$ cat src/hw/rtl/io_exp_pkg.sv
package io_exp_pkg;

    // Default sizes
    localparam int MAP_BYTES_DEF       = 160;
    localparam int BURST_BYTES_DEF     = 32;
    localparam int ANALOG_CHANNELS_DEF = 4;
    localparam int DIGITAL_INPUTS_DEF  = 3;
    localparam int COUNTED_INPUTS_DEF  = 2;

    // Command queue depth, kept a power of two so the pointers wrap on their own
    localparam int QUEUE_DEPTH = 2;

    // Channels carried on the input ports
    localparam int FIELD_ANALOG = 4;

    // Bus modes
    localparam logic [2:0] MODE_ADDR   = 3'd0;
    localparam logic [2:0] MODE_DATA   = 3'd1;
    localparam logic [2:0] MODE_READ   = 3'd2;
    localparam logic [2:0] MODE_SAMPLE = 3'd3;
    localparam logic [2:0] MODE_TICK   = 3'd4;

    // Map layout
    localparam logic [7:0] ADDR_ID      = 8'h00;
    localparam logic [7:0] ADDR_HW      = 8'h01;
    localparam logic [7:0] ADDR_FW      = 8'h02;
    localparam logic [7:0] ADDR_POLL    = 8'h05;
    localparam logic [7:0] ADDR_DEBOUNCE = 8'h06;
    localparam logic [7:0] ADDR_GATE    = 8'h08;
    localparam logic [7:0] ADDR_EDGE    = 8'h09;
    localparam logic [7:0] BASE_ANALOG  = 8'h20;
    localparam logic [7:0] BASE_DIGITAL = 8'h50;
    localparam logic [7:0] BASE_COUNT   = 8'h60;

    // Reset values of the settings bytes
    localparam logic [7:0] RST_ID   = 8'h85;
    localparam logic [7:0] RST_VER  = 8'd1;
    localparam logic [7:0] RST_POLL = 8'd50;
    localparam logic [7:0] RST_GATE = 8'd5;
    localparam logic [7:0] RST_EDGE = 8'd3;

    // Gate ticks per second of gate length
    localparam logic [9:0] GATE_SCALE = 10'd1000;

    // Edge mode codes
    localparam logic [7:0] EDGE_ANY  = 8'd1;
    localparam logic [7:0] EDGE_FALL = 8'd2;
    localparam logic [7:0] EDGE_RISE = 8'd3;

    typedef enum logic [1:0] {
        OP_WRITE,
        OP_READ,
        OP_SAMPLE,
        OP_TICK
    } op_t;

    typedef struct packed {
        op_t             op;
        logic [7:0]      addr;
        logic [7:0]      data;
        logic [2:0]      levels;
        logic [3:0][9:0] analog;
    } cmd_t;

    typedef enum logic [1:0] {
        BK_IDLE,
        BK_READ,
        BK_POLL,
        BK_GATE
    } bk_state_t;

    // Value a map byte holds before its first write
    function automatic logic [7:0] reset_byte(input logic [7:0] a);
        logic [7:0] v;
        case (a)
            ADDR_ID:       v = RST_ID;
            ADDR_HW:       v = RST_VER;
            ADDR_FW:       v = RST_VER;
            ADDR_POLL:     v = RST_POLL;
            ADDR_DEBOUNCE: v = RST_POLL;
            ADDR_GATE:     v = RST_GATE;
            ADDR_EDGE:     v = RST_EDGE;
            default:       v = 8'd0;
        endcase
        return v;
    endfunction

endpackage

$ cat src/hw/rtl/io_exp_ram.sv
module io_exp_ram #(
    parameter int WIDTH = 8,
    parameter int DEPTH = 160
) (
    input  logic                     clk,
    input  logic                     we,
    input  logic [$clog2(DEPTH)-1:0] waddr,
    input  logic [WIDTH-1:0]         wdata,
    input  logic                     ren,
    input  logic [$clog2(DEPTH)-1:0] raddr,
    output logic [WIDTH-1:0]         rdata
);

    logic [WIDTH-1:0] mem_reg [DEPTH];
    logic [WIDTH-1:0] rdata_reg;

    always_ff @(posedge clk)
    begin
        if (we)
        begin
            mem_reg[waddr] <= wdata;
        end
        if (ren)
        begin
            rdata_reg <= mem_reg[raddr];
        end
    end

    assign rdata = rdata_reg;

endmodule

$ cat src/hw/rtl/io_exp_front.sv
module io_exp_front #(
    parameter int MAP_BYTES = io_exp_pkg::MAP_BYTES_DEF
) (
    input  logic              clk,
    input  logic              rst_n,
    input  logic              start,
    input  logic              full,
    input  logic [2:0]        mode,
    input  logic [7:0]        bus_byte,
    input  logic [2:0]        digital_levels,
    input  logic [9:0]        analog_zero,
    input  logic [9:0]        analog_one,
    input  logic [9:0]        analog_two,
    input  logic [9:0]        analog_three,
    output logic              push,
    output io_exp_pkg::cmd_t  cmd
);
    import io_exp_pkg::*;

    localparam logic [8:0] MAP_END = 9'(MAP_BYTES);

    logic       accept;
    logic [7:0] ptr_reg, ptr_next;
    logic [7:0] woff_reg, woff_next;
    logic       wact_reg, wact_next;

    assign accept = start && !full;

    // Classify the beat and track the write transaction
    always_comb
    begin
        ptr_next   = ptr_reg;
        woff_next  = woff_reg;
        wact_next  = wact_reg;
        push       = 1'b0;
        cmd.op     = OP_WRITE;
        cmd.addr   = woff_reg;
        cmd.data   = bus_byte;
        cmd.levels = digital_levels;
        cmd.analog = {analog_three, analog_two, analog_one, analog_zero};
        if (accept)
        begin
            case (mode)
                MODE_ADDR:
                begin
                    if ({1'b0, bus_byte} < MAP_END)
                    begin
                        ptr_next  = bus_byte;
                        woff_next = bus_byte;
                        wact_next = 1'b1;
                    end
                    else
                    begin
                        wact_next = 1'b0;
                    end
                end
                MODE_DATA:
                begin
                    if (wact_reg && ({1'b0, woff_reg} < MAP_END))
                    begin
                        push = 1'b1;
                        if ({1'b0, woff_reg} + 9'd1 >= MAP_END)
                        begin
                            wact_next = 1'b0;
                        end
                        else
                        begin
                            woff_next = woff_reg + 8'd1;
                        end
                    end
                    else
                    begin
                        wact_next = 1'b0;
                    end
                end
                MODE_READ:
                begin
                    wact_next = 1'b0;
                    push      = 1'b1;
                    cmd.op    = OP_READ;
                    cmd.addr  = ({1'b0, ptr_reg} >= MAP_END) ? 8'd0 : ptr_reg;
                end
                MODE_SAMPLE:
                begin
                    push   = 1'b1;
                    cmd.op = OP_SAMPLE;
                end
                MODE_TICK:
                begin
                    push   = 1'b1;
                    cmd.op = OP_TICK;
                end
                default:
                begin
                end
            endcase
        end
    end

    always_ff @(posedge clk or negedge rst_n)
    begin
        if (!rst_n)
        begin
            ptr_reg  <= 8'd0;
            woff_reg <= 8'd0;
            wact_reg <= 1'b0;
        end
        else
        begin
            ptr_reg  <= ptr_next;
            woff_reg <= woff_next;
            wact_reg <= wact_next;
        end
    end

endmodule

$ cat src/hw/rtl/io_exp_queue.sv
module io_exp_queue (
    input  logic              clk,
    input  logic              rst_n,
    input  logic              push,
    input  io_exp_pkg::cmd_t  push_cmd,
    input  logic              pop,
    output io_exp_pkg::cmd_t  head,
    output logic              avail,
    output logic              full
);
    import io_exp_pkg::*;

    localparam int QW = $clog2(QUEUE_DEPTH);

    cmd_t          ent_reg [QUEUE_DEPTH];
    logic [QW-1:0] wptr_reg, rptr_reg;
    logic [QW:0]   cnt_reg, cnt_next;
    logic          do_push, do_pop;

    assign full    = (cnt_reg == (QW+1)'(QUEUE_DEPTH));
    assign avail   = (cnt_reg != '0);
    assign head    = ent_reg[rptr_reg];
    assign do_push = push && !full;
    assign do_pop  = pop && avail;

    always_comb
    begin
        cnt_next = cnt_reg;
        if (do_push && !do_pop)
        begin
            cnt_next = cnt_reg + 1'b1;
        end
        else if (do_pop && !do_push)
        begin
            cnt_next = cnt_reg - 1'b1;
        end
    end

    // Hold command payloads
    always_ff @(posedge clk)
    begin
        if (do_push)
        begin
            ent_reg[wptr_reg] <= push_cmd;
        end
    end

    // Advance pointers and fill count
    always_ff @(posedge clk or negedge rst_n)
    begin
        if (!rst_n)
        begin
            wptr_reg <= '0;
            rptr_reg <= '0;
            cnt_reg  <= '0;
        end
        else
        begin
            if (do_push)
            begin
                wptr_reg <= wptr_reg + 1'b1;
            end
            if (do_pop)
            begin
                rptr_reg <= rptr_reg + 1'b1;
            end
            cnt_reg <= cnt_next;
        end
    end

endmodule

$ cat src/hw/rtl/io_exp_back.sv
module io_exp_back #(
    parameter int MAP_BYTES       = io_exp_pkg::MAP_BYTES_DEF,
    parameter int BURST_BYTES     = io_exp_pkg::BURST_BYTES_DEF,
    parameter int ANALOG_CHANNELS = io_exp_pkg::ANALOG_CHANNELS_DEF,
    parameter int DIGITAL_INPUTS  = io_exp_pkg::DIGITAL_INPUTS_DEF,
    parameter int COUNTED_INPUTS  = io_exp_pkg::COUNTED_INPUTS_DEF
) (
    input  logic                         clk,
    input  logic                         rst_n,
    input  io_exp_pkg::cmd_t             head,
    input  logic                         avail,
    output logic                         pop,
    output logic                         mem_we,
    output logic [$clog2(MAP_BYTES)-1:0] mem_waddr,
    output logic [7:0]                   mem_wdata,
    output logic                         mem_ren,
    output logic [$clog2(MAP_BYTES)-1:0] mem_raddr,
    input  logic [7:0]                   mem_rdata,
    output logic                         strobe,
    output logic [7:0]                   read_data,
    output logic [7:0]                   read_address,
    output logic                         burst_last
);
    import io_exp_pkg::*;

    localparam int         AW      = $clog2(MAP_BYTES);
    localparam int         NPOLL   = 2 * ANALOG_CHANNELS + DIGITAL_INPUTS;
    localparam int         NGATE   = 4 * COUNTED_INPUTS;
    localparam int         NSEQ    = (NPOLL > NGATE) ? NPOLL : NGATE;
    localparam int         SW      = $clog2(NSEQ + 1);
    localparam int         CW      = $clog2(BURST_BYTES + 1);
    localparam logic [8:0] MAP_END = 9'(MAP_BYTES);

    bk_state_t state_reg, state_next;

    logic [COUNTED_INPUTS-1:0] prev_reg;
    logic [31:0]               cnt_reg [COUNTED_INPUTS];
    logic [8:0]                poll_reg;
    logic [17:0]               gate_reg;
    logic [7:0]                poll_byte_reg, gate_byte_reg, edge_byte_reg;
    logic [SW-1:0]             seq_reg;
    logic                      gate_pend_reg;
    logic [2:0]                tick_lv_reg;
    logic [3:0][9:0]           tick_an_reg;
    logic [8:0]                rd_addr_reg;
    logic [CW-1:0]             rd_left_reg;
    logic                      out_vld_reg, out_last_reg, out_hit_reg;
    logic [7:0]                out_addr_reg;
    logic [MAP_BYTES-1:0]      vld_reg;

    // Decoded per-cycle controls
    logic          is_write, is_read, is_sample, is_tick;
    logic          poll_hit, gate_hit;
    logic [17:0]   gate_len;
    logic [8:0]    wr_addr;
    logic [7:0]    wr_data;
    logic          wr_req, wr_en;
    logic          seq_end;
    logic [9:0]    rd_rem;
    logic [CW-1:0] rd_cnt;
    logic          rd_last;

    // Byte sources for the poll and gate sweeps
    logic [SW-1:0]                 poll_ch, poll_dig, gate_idx;
    logic [9:0]                    an_sel;
    logic [31:0]                   cnt_sel;
    logic [9:0]                    an_ext [ANALOG_CHANNELS + FIELD_ANALOG];
    logic [DIGITAL_INPUTS+2:0]     dig_ext;
    logic                          dig_sel;
    logic [COUNTED_INPUTS+2:0]     lv_ext;
    logic [31:0]                   cnt_next [COUNTED_INPUTS];
    logic [COUNTED_INPUTS-1:0]     prev_next;

    assign is_write  = avail && (head.op == OP_WRITE);
    assign is_read   = avail && (head.op == OP_READ);
    assign is_sample = avail && (head.op == OP_SAMPLE);
    assign is_tick   = avail && (head.op == OP_TICK);

    assign gate_len = 18'(gate_byte_reg) * 18'(GATE_SCALE);
    assign poll_hit = (10'(poll_reg) + 10'd1) > {2'd0, poll_byte_reg};
    assign gate_hit = (19'(gate_reg) + 19'd1) >= {1'b0, gate_len};

    assign rd_rem  = 10'(MAP_END) - {2'd0, head.addr};
    assign rd_cnt  = (rd_rem < 10'(BURST_BYTES)) ? CW'(rd_rem) : CW'(BURST_BYTES);
    assign rd_last = (rd_left_reg == CW'(1));

    assign seq_end = (state_reg == BK_POLL) ? (seq_reg == SW'(NPOLL - 1))
                                            : (seq_reg == SW'(NGATE - 1));

    // Select the sweep byte sources
    always_comb
    begin
        poll_ch  = seq_reg >> 1;
        poll_dig = seq_reg - SW'(2 * ANALOG_CHANNELS);
        gate_idx = seq_reg >> 2;
        for (int k = 0; k < ANALOG_CHANNELS + FIELD_ANALOG; k++)
        begin
            an_ext[k] = (k < FIELD_ANALOG) ? tick_an_reg[2'(k)] : 10'd0;
        end
        dig_ext = (DIGITAL_INPUTS+3)'(tick_lv_reg);
        an_sel  = 10'd0;
        for (int k = 0; k < ANALOG_CHANNELS; k++)
        begin
            if (poll_ch == SW'(k))
            begin
                an_sel = an_ext[k];
            end
        end
        dig_sel = 1'b0;
        for (int k = 0; k < DIGITAL_INPUTS; k++)
        begin
            if (poll_dig == SW'(k))
            begin
                dig_sel = dig_ext[k];
            end
        end
        cnt_sel = 32'd0;
        for (int k = 0; k < COUNTED_INPUTS; k++)
        begin
            if (gate_idx == SW'(k))
            begin
                cnt_sel = cnt_reg[k];
            end
        end
    end

    // Count edges for a sample beat
    always_comb
    begin
        lv_ext = (COUNTED_INPUTS+3)'(head.levels);
        for (int k = 0; k < COUNTED_INPUTS; k++)
        begin
            cnt_next[k]  = cnt_reg[k];
            prev_next[k] = lv_ext[k];
            case (edge_byte_reg)
                EDGE_ANY:
                begin
                    if (lv_ext[k] != prev_reg[k])
                    begin
                        cnt_next[k] = cnt_reg[k] + 32'd1;
                    end
                end
                EDGE_FALL:
                begin
                    if (!lv_ext[k] && prev_reg[k])
                    begin
                        cnt_next[k] = cnt_reg[k] + 32'd1;
                    end
                end
                EDGE_RISE:
                begin
                    if (lv_ext[k] && !prev_reg[k])
                    begin
                        cnt_next[k] = cnt_reg[k] + 32'd1;
                    end
                end
                default:
                begin
                end
            endcase
        end
    end

    // Next state
    always_comb
    begin
        state_next = state_reg;
        case (state_reg)
            BK_IDLE:
            begin
                if (is_read)
                begin
                    state_next = BK_READ;
                end
                else if (is_tick && poll_hit)
                begin
                    state_next = BK_POLL;
                end
                else if (is_tick && gate_hit)
                begin
                    state_next = BK_GATE;
                end
            end
            BK_READ:
            begin
                if (rd_last)
                begin
                    state_next = BK_IDLE;
                end
            end
            BK_POLL:
            begin
                if (seq_end)
                begin
                    state_next = gate_pend_reg ? BK_GATE : BK_IDLE;
                end
            end
            BK_GATE:
            begin
                if (seq_end)
                begin
                    state_next = BK_IDLE;
                end
            end
            default:
            begin
                state_next = BK_IDLE;
            end
        endcase
    end

    // State outputs: queue pop, map write and read port
    always_comb
    begin
        pop     = 1'b0;
        wr_req  = 1'b0;
        wr_addr = {1'b0, head.addr};
        wr_data = head.data;
        mem_ren = 1'b0;
        case (state_reg)
            BK_IDLE:
            begin
                pop    = avail;
                wr_req = is_write;
            end
            BK_READ:
            begin
                mem_ren = 1'b1;
            end
            BK_POLL:
            begin
                wr_req = 1'b1;
                if (seq_reg < SW'(2 * ANALOG_CHANNELS))
                begin
                    wr_addr = {1'b0, BASE_ANALOG} + 9'(seq_reg);
                    wr_data = seq_reg[0] ? an_sel[7:0] : {6'd0, an_sel[9:8]};
                end
                else
                begin
                    wr_addr = {1'b0, BASE_DIGITAL} + 9'(poll_dig);
                    wr_data = {7'd0, dig_sel};
                end
            end
            BK_GATE:
            begin
                wr_req  = 1'b1;
                wr_addr = {1'b0, BASE_COUNT} + 9'(seq_reg);
                case (seq_reg[1:0])
                    2'd0:    wr_data = cnt_sel[31:24];
                    2'd1:    wr_data = cnt_sel[23:16];
                    2'd2:    wr_data = cnt_sel[15:8];
                    default: wr_data = cnt_sel[7:0];
                endcase
            end
            default:
            begin
            end
        endcase
    end

    assign wr_en     = wr_req && (wr_addr < MAP_END);
    assign mem_we    = wr_en;
    assign mem_waddr = AW'(wr_addr);
    assign mem_wdata = wr_data;
    assign mem_raddr = AW'(rd_addr_reg);

    // Drop a result beat in the cycle after its map read
    assign strobe       = out_vld_reg;
    assign read_address = out_addr_reg;
    assign burst_last   = out_last_reg;
    assign read_data    = out_hit_reg ? mem_rdata : reset_byte(out_addr_reg);

    // Hold result and sweep payloads
    always_ff @(posedge clk)
    begin
        out_addr_reg <= 8'(rd_addr_reg);
        out_last_reg <= rd_last;
        out_hit_reg  <= vld_reg[AW'(rd_addr_reg)];
        if (state_reg == BK_IDLE && is_tick)
        begin
            tick_lv_reg <= head.levels;
            tick_an_reg <= head.analog;
        end
    end

    // Advance the sequencer and the counters
    always_ff @(posedge clk or negedge rst_n)
    begin
        if (!rst_n)
        begin
            state_reg     <= BK_IDLE;
            prev_reg      <= '0;
            for (int k = 0; k < COUNTED_INPUTS; k++)
            begin
                cnt_reg[k] <= 32'd0;
            end
            poll_reg      <= 9'd0;
            gate_reg      <= 18'd0;
            poll_byte_reg <= RST_POLL;
            gate_byte_reg <= RST_GATE;
            edge_byte_reg <= RST_EDGE;
            seq_reg       <= '0;
            gate_pend_reg <= 1'b0;
            rd_addr_reg   <= 9'd0;
            rd_left_reg   <= '0;
            out_vld_reg   <= 1'b0;
            vld_reg       <= '0;
        end
        else
        begin
            state_reg   <= state_next;
            out_vld_reg <= (state_reg == BK_READ);
            if (wr_en)
            begin
                vld_reg[AW'(wr_addr)] <= 1'b1;
                if (wr_addr == {1'b0, ADDR_POLL})
                begin
                    poll_byte_reg <= wr_data;
                end
                if (wr_addr == {1'b0, ADDR_GATE})
                begin
                    gate_byte_reg <= wr_data;
                end
                if (wr_addr == {1'b0, ADDR_EDGE})
                begin
                    edge_byte_reg <= wr_data;
                end
            end
            case (state_reg)
                BK_IDLE:
                begin
                    if (is_read)
                    begin
                        rd_addr_reg <= {1'b0, head.addr};
                        rd_left_reg <= rd_cnt;
                    end
                    if (is_sample)
                    begin
                        prev_reg <= prev_next;
                        for (int k = 0; k < COUNTED_INPUTS; k++)
                        begin
                            cnt_reg[k] <= cnt_next[k];
                        end
                    end
                    if (is_tick)
                    begin
                        poll_reg      <= poll_hit ? 9'd0 : poll_reg + 9'd1;
                        gate_reg      <= gate_hit ? 18'd0 : gate_reg + 18'd1;
                        gate_pend_reg <= gate_hit;
                        seq_reg       <= '0;
                    end
                end
                BK_READ:
                begin
                    rd_addr_reg <= rd_addr_reg + 9'd1;
                    rd_left_reg <= rd_left_reg - CW'(1);
                end
                BK_POLL:
                begin
                    seq_reg <= seq_end ? '0 : seq_reg + SW'(1);
                end
                BK_GATE:
                begin
                    seq_reg <= seq_end ? '0 : seq_reg + SW'(1);
                    if (seq_end)
                    begin
                        for (int k = 0; k < COUNTED_INPUTS; k++)
                        begin
                            cnt_reg[k] <= 32'd0;
                        end
                    end
                end
                default:
                begin
                end
            endcase
        end
    end

endmodule

$ cat src/hw/rtl/io_expander_register_map_top.sv
// Channel    | Handshake         | Payload
// command in | start / busy      | mode, bus_byte, digital_levels, analog_zero..analog_three
// result out | strobe (1 cycle)  | read_data, read_address, burst_last
//
// A command is taken when start is high and busy low; it waits in a two-entry queue.
// Back end: data and sample beats are handled in the idle state (address beats stay
// in the front end); a read streams n bytes, one per cycle through the map RAM's read
// port, each result in the cycle after its read; a tick may then write one map byte
// per cycle, 2*ANALOG_CHANNELS+DIGITAL_INPUTS on a poll and 4*COUNTED_INPUTS on a gate.
// Reset is immediate: per-byte valid bits make unwritten bytes read their defaults.
// busy is high only while the queue is full; results cannot be stalled.
module io_expander_register_map_top #(
    parameter int MAP_BYTES       = io_exp_pkg::MAP_BYTES_DEF,
    parameter int BURST_BYTES     = io_exp_pkg::BURST_BYTES_DEF,
    parameter int ANALOG_CHANNELS = io_exp_pkg::ANALOG_CHANNELS_DEF,
    parameter int DIGITAL_INPUTS  = io_exp_pkg::DIGITAL_INPUTS_DEF,
    parameter int COUNTED_INPUTS  = io_exp_pkg::COUNTED_INPUTS_DEF
) (
    input  logic       clk,
    input  logic       rst_n,
    input  logic       start,
    output logic       busy,
    input  logic [2:0] mode,
    input  logic [7:0] bus_byte,
    input  logic [2:0] digital_levels,
    input  logic [9:0] analog_zero,
    input  logic [9:0] analog_one,
    input  logic [9:0] analog_two,
    input  logic [9:0] analog_three,
    output logic       strobe,
    output logic [7:0] read_data,
    output logic [7:0] read_address,
    output logic       burst_last
);
    import io_exp_pkg::*;

    localparam int AW = $clog2(MAP_BYTES);

    cmd_t          push_cmd, head;
    logic          push, pop, avail, full;
    logic          mem_we, mem_ren;
    logic [AW-1:0] mem_waddr, mem_raddr;
    logic [7:0]    mem_wdata, mem_rdata;

    assign busy = full;

    io_exp_front #(
        .MAP_BYTES(MAP_BYTES)
    ) u_front (
        .clk           (clk),
        .rst_n         (rst_n),
        .start         (start),
        .full          (full),
        .mode          (mode),
        .bus_byte      (bus_byte),
        .digital_levels(digital_levels),
        .analog_zero   (analog_zero),
        .analog_one    (analog_one),
        .analog_two    (analog_two),
        .analog_three  (analog_three),
        .push          (push),
        .cmd           (push_cmd)
    );

    io_exp_queue u_queue (
        .clk     (clk),
        .rst_n   (rst_n),
        .push    (push),
        .push_cmd(push_cmd),
        .pop     (pop),
        .head    (head),
        .avail   (avail),
        .full    (full)
    );

    io_exp_back #(
        .MAP_BYTES      (MAP_BYTES),
        .BURST_BYTES    (BURST_BYTES),
        .ANALOG_CHANNELS(ANALOG_CHANNELS),
        .DIGITAL_INPUTS (DIGITAL_INPUTS),
        .COUNTED_INPUTS (COUNTED_INPUTS)
    ) u_back (
        .clk         (clk),
        .rst_n       (rst_n),
        .head        (head),
        .avail       (avail),
        .pop         (pop),
        .mem_we      (mem_we),
        .mem_waddr   (mem_waddr),
        .mem_wdata   (mem_wdata),
        .mem_ren     (mem_ren),
        .mem_raddr   (mem_raddr),
        .mem_rdata   (mem_rdata),
        .strobe      (strobe),
        .read_data   (read_data),
        .read_address(read_address),
        .burst_last  (burst_last)
    );

    io_exp_ram #(
        .WIDTH(8),
        .DEPTH(MAP_BYTES)
    ) u_map (
        .clk  (clk),
        .we   (mem_we),
        .waddr(mem_waddr),
        .wdata(mem_wdata),
        .ren  (mem_ren),
        .raddr(mem_raddr),
        .rdata(mem_rdata)
    );

endmodule

$ cat config.mk
export PLATFORM = sky130hd
export DESIGN_NAME = io_expander_register_map_top
export DESIGN_NICKNAME = d
export VERILOG_FILES = /design/src/hw/rtl/io_exp_pkg.sv /design/src/hw/rtl/io_exp_ram.sv /design/src/hw/rtl/io_exp_front.sv /design/src/hw/rtl/io_exp_queue.sv /design/src/hw/rtl/io_exp_back.sv /design/src/hw/rtl/io_expander_register_map_top.sv
export SDC_FILE = /design/constraint.sdc
export NUM_CORES = 2
export LEC_CHECK = 0
export ABC_AREA = 1
export BUFFER_PORTS_ARGS = -buffer_cell sky130_fd_sc_hd__buf_2
export CORE_UTILIZATION = 57
export DETAILED_ROUTE_END_ITERATION = 8
export PLACE_DENSITY = 0.72
export SYNTH_ARGS = -nofsm -noshare
export SYNTH_HDL_FRONTEND = slang
export SYNTH_SLANG_ARGS = --single-unit
$ cat constraint.sdc
create_clock -name clk -period 6.7 [get_ports clk]
set_clock_uncertainty 0.2 [all_clocks]
set_input_delay 0.67 -clock clk [delete_from_list [all_inputs] [get_ports clk]]
set_output_delay 0.67 -clock clk [all_outputs]
set_load 0.01 [all_outputs]
==> flow_summary.ini <==
[sta]
final_hold_viol_count = 0
worst_slack_ps = 575.0
hold_ws_ps = 120.6
drv_slew = 0
worstMarginPinSlew_ps = 1202
period_share_pct = 91.42
slew_headroom_pct = 19.77
rsz0062_at_grt = no
fmax_mhz = 163.3
min_period_ps = 6125
fin_setup_tns_ps = 0
setup_violations = 0

[clock_network]
tritoncts = yes
cts_resized = 0
clk_latency_ps = 830
clkSinkCount = 1723
hold_buffers = 32
h-tree-depth = 4
cts-root-buf = clkbuf_16
clk_transition_reported_paths_ps = 60
numCtsBuffers = 173
clock_path_buffers = 3
postCtsSetupRepairBufs = 0

[pwr]
p_seq_share_pct = 38.0
switching_power_mw = 15.69
pwr-share-comb_pct = 37.0
p_leak_nw = 29.89
p_int_mw = 23.26
swShare_pct = 40.29
finalPower_mw = 38.95
power_density_nw_per_um2 = 473.1
ir_drop_mv = 0.7560
clockPowerShare_pct = 25.0

[final_layout]
syn_to_final_growth_pct = 10.44
diodes = 0
drive_gt1_share_pct = 7.131
design_area_sq_um = 82340
final_cell_mix = 1393 x edfxtp_1, 1188 x nor2_1, 938 x o21ai_0
final_common_cell = edfxtp_1
stdcell_count = 8655
nFillCells = 9864
post-route-util_pct = 63.51
largest_register_ffs = 1280
fin_nets = 6935

[place]
place_congestion = 0.9426
placed_cells = 8304
placed_area_sq_um = 76310
place_ws_ps = 632.9
port_buffers = 55
dp_hpwl_um = 113000

[logic_synthesis]
syn_area_per_cell_sq_um = 10.91
synth_edf_count = 1393
synthArstFlopShare_pct = 18.57
synthMuxAreaShare_pct = 0.08895
syn-num-nets = 6998
synth_cells = 6832
seq_area_frac_synth_pct = 67.13
synthFlopType = edfxtp_1
synth_area_sq_um = 74560
yosysWarnings = 0
synthAdderAreaFrac_pct = 2.041
synth_top_family_by_area = simple AND/OR/NAND/NOR gates
synth.distinct_cells = 58
synth_compound_area_share_pct = 11.14
ys_seq_elements = 1723
yosys.area_share.simple_pct = 14.78
synthXorXnorAreaFrac_pct = 0.9515

[critical_path]
worstReg2RegEnd = u_back.gate_reg[2]
cpPeakStageDelay_ps = 590
crit_fanout = 13
cp_slowest_cell = dfstp_2
arrival_ps = 6610
critical-path-top-delay-family = adder cells
path_cells = fa_1 -> xor2_1 -> ha_1 -> fa_1 -> inv_1 -> fa_1 -> inv_1 -> ha_1 -> nand2_1 -> o21ai_0 -> nand4_1 -> o211ai_1 -> nand2_1 -> nand2_1 -> a21oi_1 -> xor2_1 -> ha_1 -> a21oi_1 -> o211ai_1 -> nor2_1 -> nand3_1 -> nor2_1 -> inv_1 -> o21ai_0
r2r_start = u_back.gate_byte_reg[2]
cp_num_buf_inv = 3
worstSetupStartpointType = flop
cp-end-kind = flop
crit_type = flop to flop
crit_required_ps = 7180
ff2ff_setup_slack_ps = 570
reg2regPathDepth = 24

[route]
drcViolationCount = 0
final_antenna_net_count = 0
wl_per_cell_um = 22.73
vias_per_cell = 6.050
wl_um = 196700
dr.first_iter.drc_count = 6373
drt_first_pass_iters = 6
via_count = 52370

[floorplanning]
initial_core_util_pct = 57.51
die_area_sq_um = 132200
ioPinCount = 76
rows = 132
core-area_sq_um = 129600
fp.dieW_um = 363.7
die_h_um = 363.7

[hold_path]
holdPathStages = 2
min_path_type = primary input to flop
min-delay-start = mode[2]
hold-path-endpoint = u_queue.ent_reg[0][60]

[global_routing]
grt_pass1_wl_um = 297500
antenna_found_initial = 8
overflow = 0
grt_max_degree = 204
track_usage_pct = 29.70
grt_pass1_vias = 50250

[status]
status = finished clean

[job]
maxCapViolCount = 0
[synthesized netlist by cell type, types with 8 or more instances]
cell      instances  share of area [%]
a21oi_1         154                1.0
a22o_1            8              0.094
buf_1            34               0.17
buf_2            34               0.23
clkbuf_1        325                1.6
dfrtp_1         313                 11
dfxtp_1          10               0.27
edfxtp_1       1393                 56
fa_1             21               0.56
ha_1             88                1.5
inv_1           339                1.7
inv_2             9              0.045
nand2_1         916                4.6
nand3_1         336                2.3
nand3b_1         13               0.13
nand4_1          33               0.28
nor2_1         1191                6.0
nor3_1           61               0.41
nor4_1           15               0.13
o211ai_1        166                1.7
o21ai_0         938                6.3
o21ai_1          18               0.12
o21bai_1         23               0.23
o221ai_1         22               0.26
o22ai_1         127                1.1
or2_1            32               0.27
or2_2            65               0.55
xnor2_1           9               0.11
xor2_1           72               0.85
[final cells by class]
cell class / instances / area [sq um] / share of cell area (%)
well taps: 1742 / 2180 / 2.647
clock inverters: 89 / 1011 / 1.228
clock buffers: 230 / 4696 / 5.703
inverters: 353 / 1341 / 1.629
multi-input cells: 4358 / 21700 / 26.35
flip-flops and latches: 1723 / 50060 / 60.80
repair buffers: 160 / 1354 / 1.644
[worst max path at each step]
stage | to | cells after the start | start
2_1_floorplan | u_map.mem_reg[0][2] | 6 | u_back.state_reg[0]
3_3_place_gp | u_back.gate_reg[3] | 24 | u_back.gate_byte_reg[0]
3_5_place_dp | u_back.gate_reg[2] | 24 | u_back.gate_byte_reg[0]
4_1_cts | u_back.gate_reg[2] | 24 | u_back.gate_byte_reg[2]
5_1_grt | u_back.gate_reg[6] | 24 | u_back.gate_byte_reg[0]
6_report | u_back.gate_reg[2] | 24 | u_back.gate_byte_reg[2]
[power by group through the flow]
stage	combinational (mW)	clock (mW)	sequential, mW
after floorplan	8.66	0	15.2
after detailed placement	14.0	0	15.0
final	14.4	9.75	14.8
after global routing	15.5	10.2	14.9
after global placement	13.7	0	15.0
after CTS	14.1	9.83	14.8
[worst register-to-register path: stages (launching register included)]
cell	delay, ps
dfstp_2	590
fa_1	480
xor2_1	170
ha_1	290
fa_1	500
inv_1	50
fa_1	500
inv_1	40
ha_1	340
nand2_1	60
o21ai_0	320
nand4_1	140
o211ai_1	170
nand2_1	80
nand2_1	60
a21oi_1	60
xor2_1	150
ha_1	320
a21oi_1	170
o211ai_1	100
nor2_1	110
nand3_1	360
nor2_1	260
inv_1	240
o21ai_0	240
[routing by layer]
metal	global-route usage [%]	wire (um)	vias up
met4	11.96	7498	8
met1	41.61	79330	25560
met5	0	49	-
li1	-	-	23770
met3	5.270	18250	430
met2	46.39	91590	2591
[cells by family after synthesis]
logic type	after synthesis
mux	6
fa+ha+maj	109
compound gates	1489
xor+xnor	81
flops	1723
buf+inv	751
simple gates	2673
No activity file was read; power rests on OpenSTA's default activity.
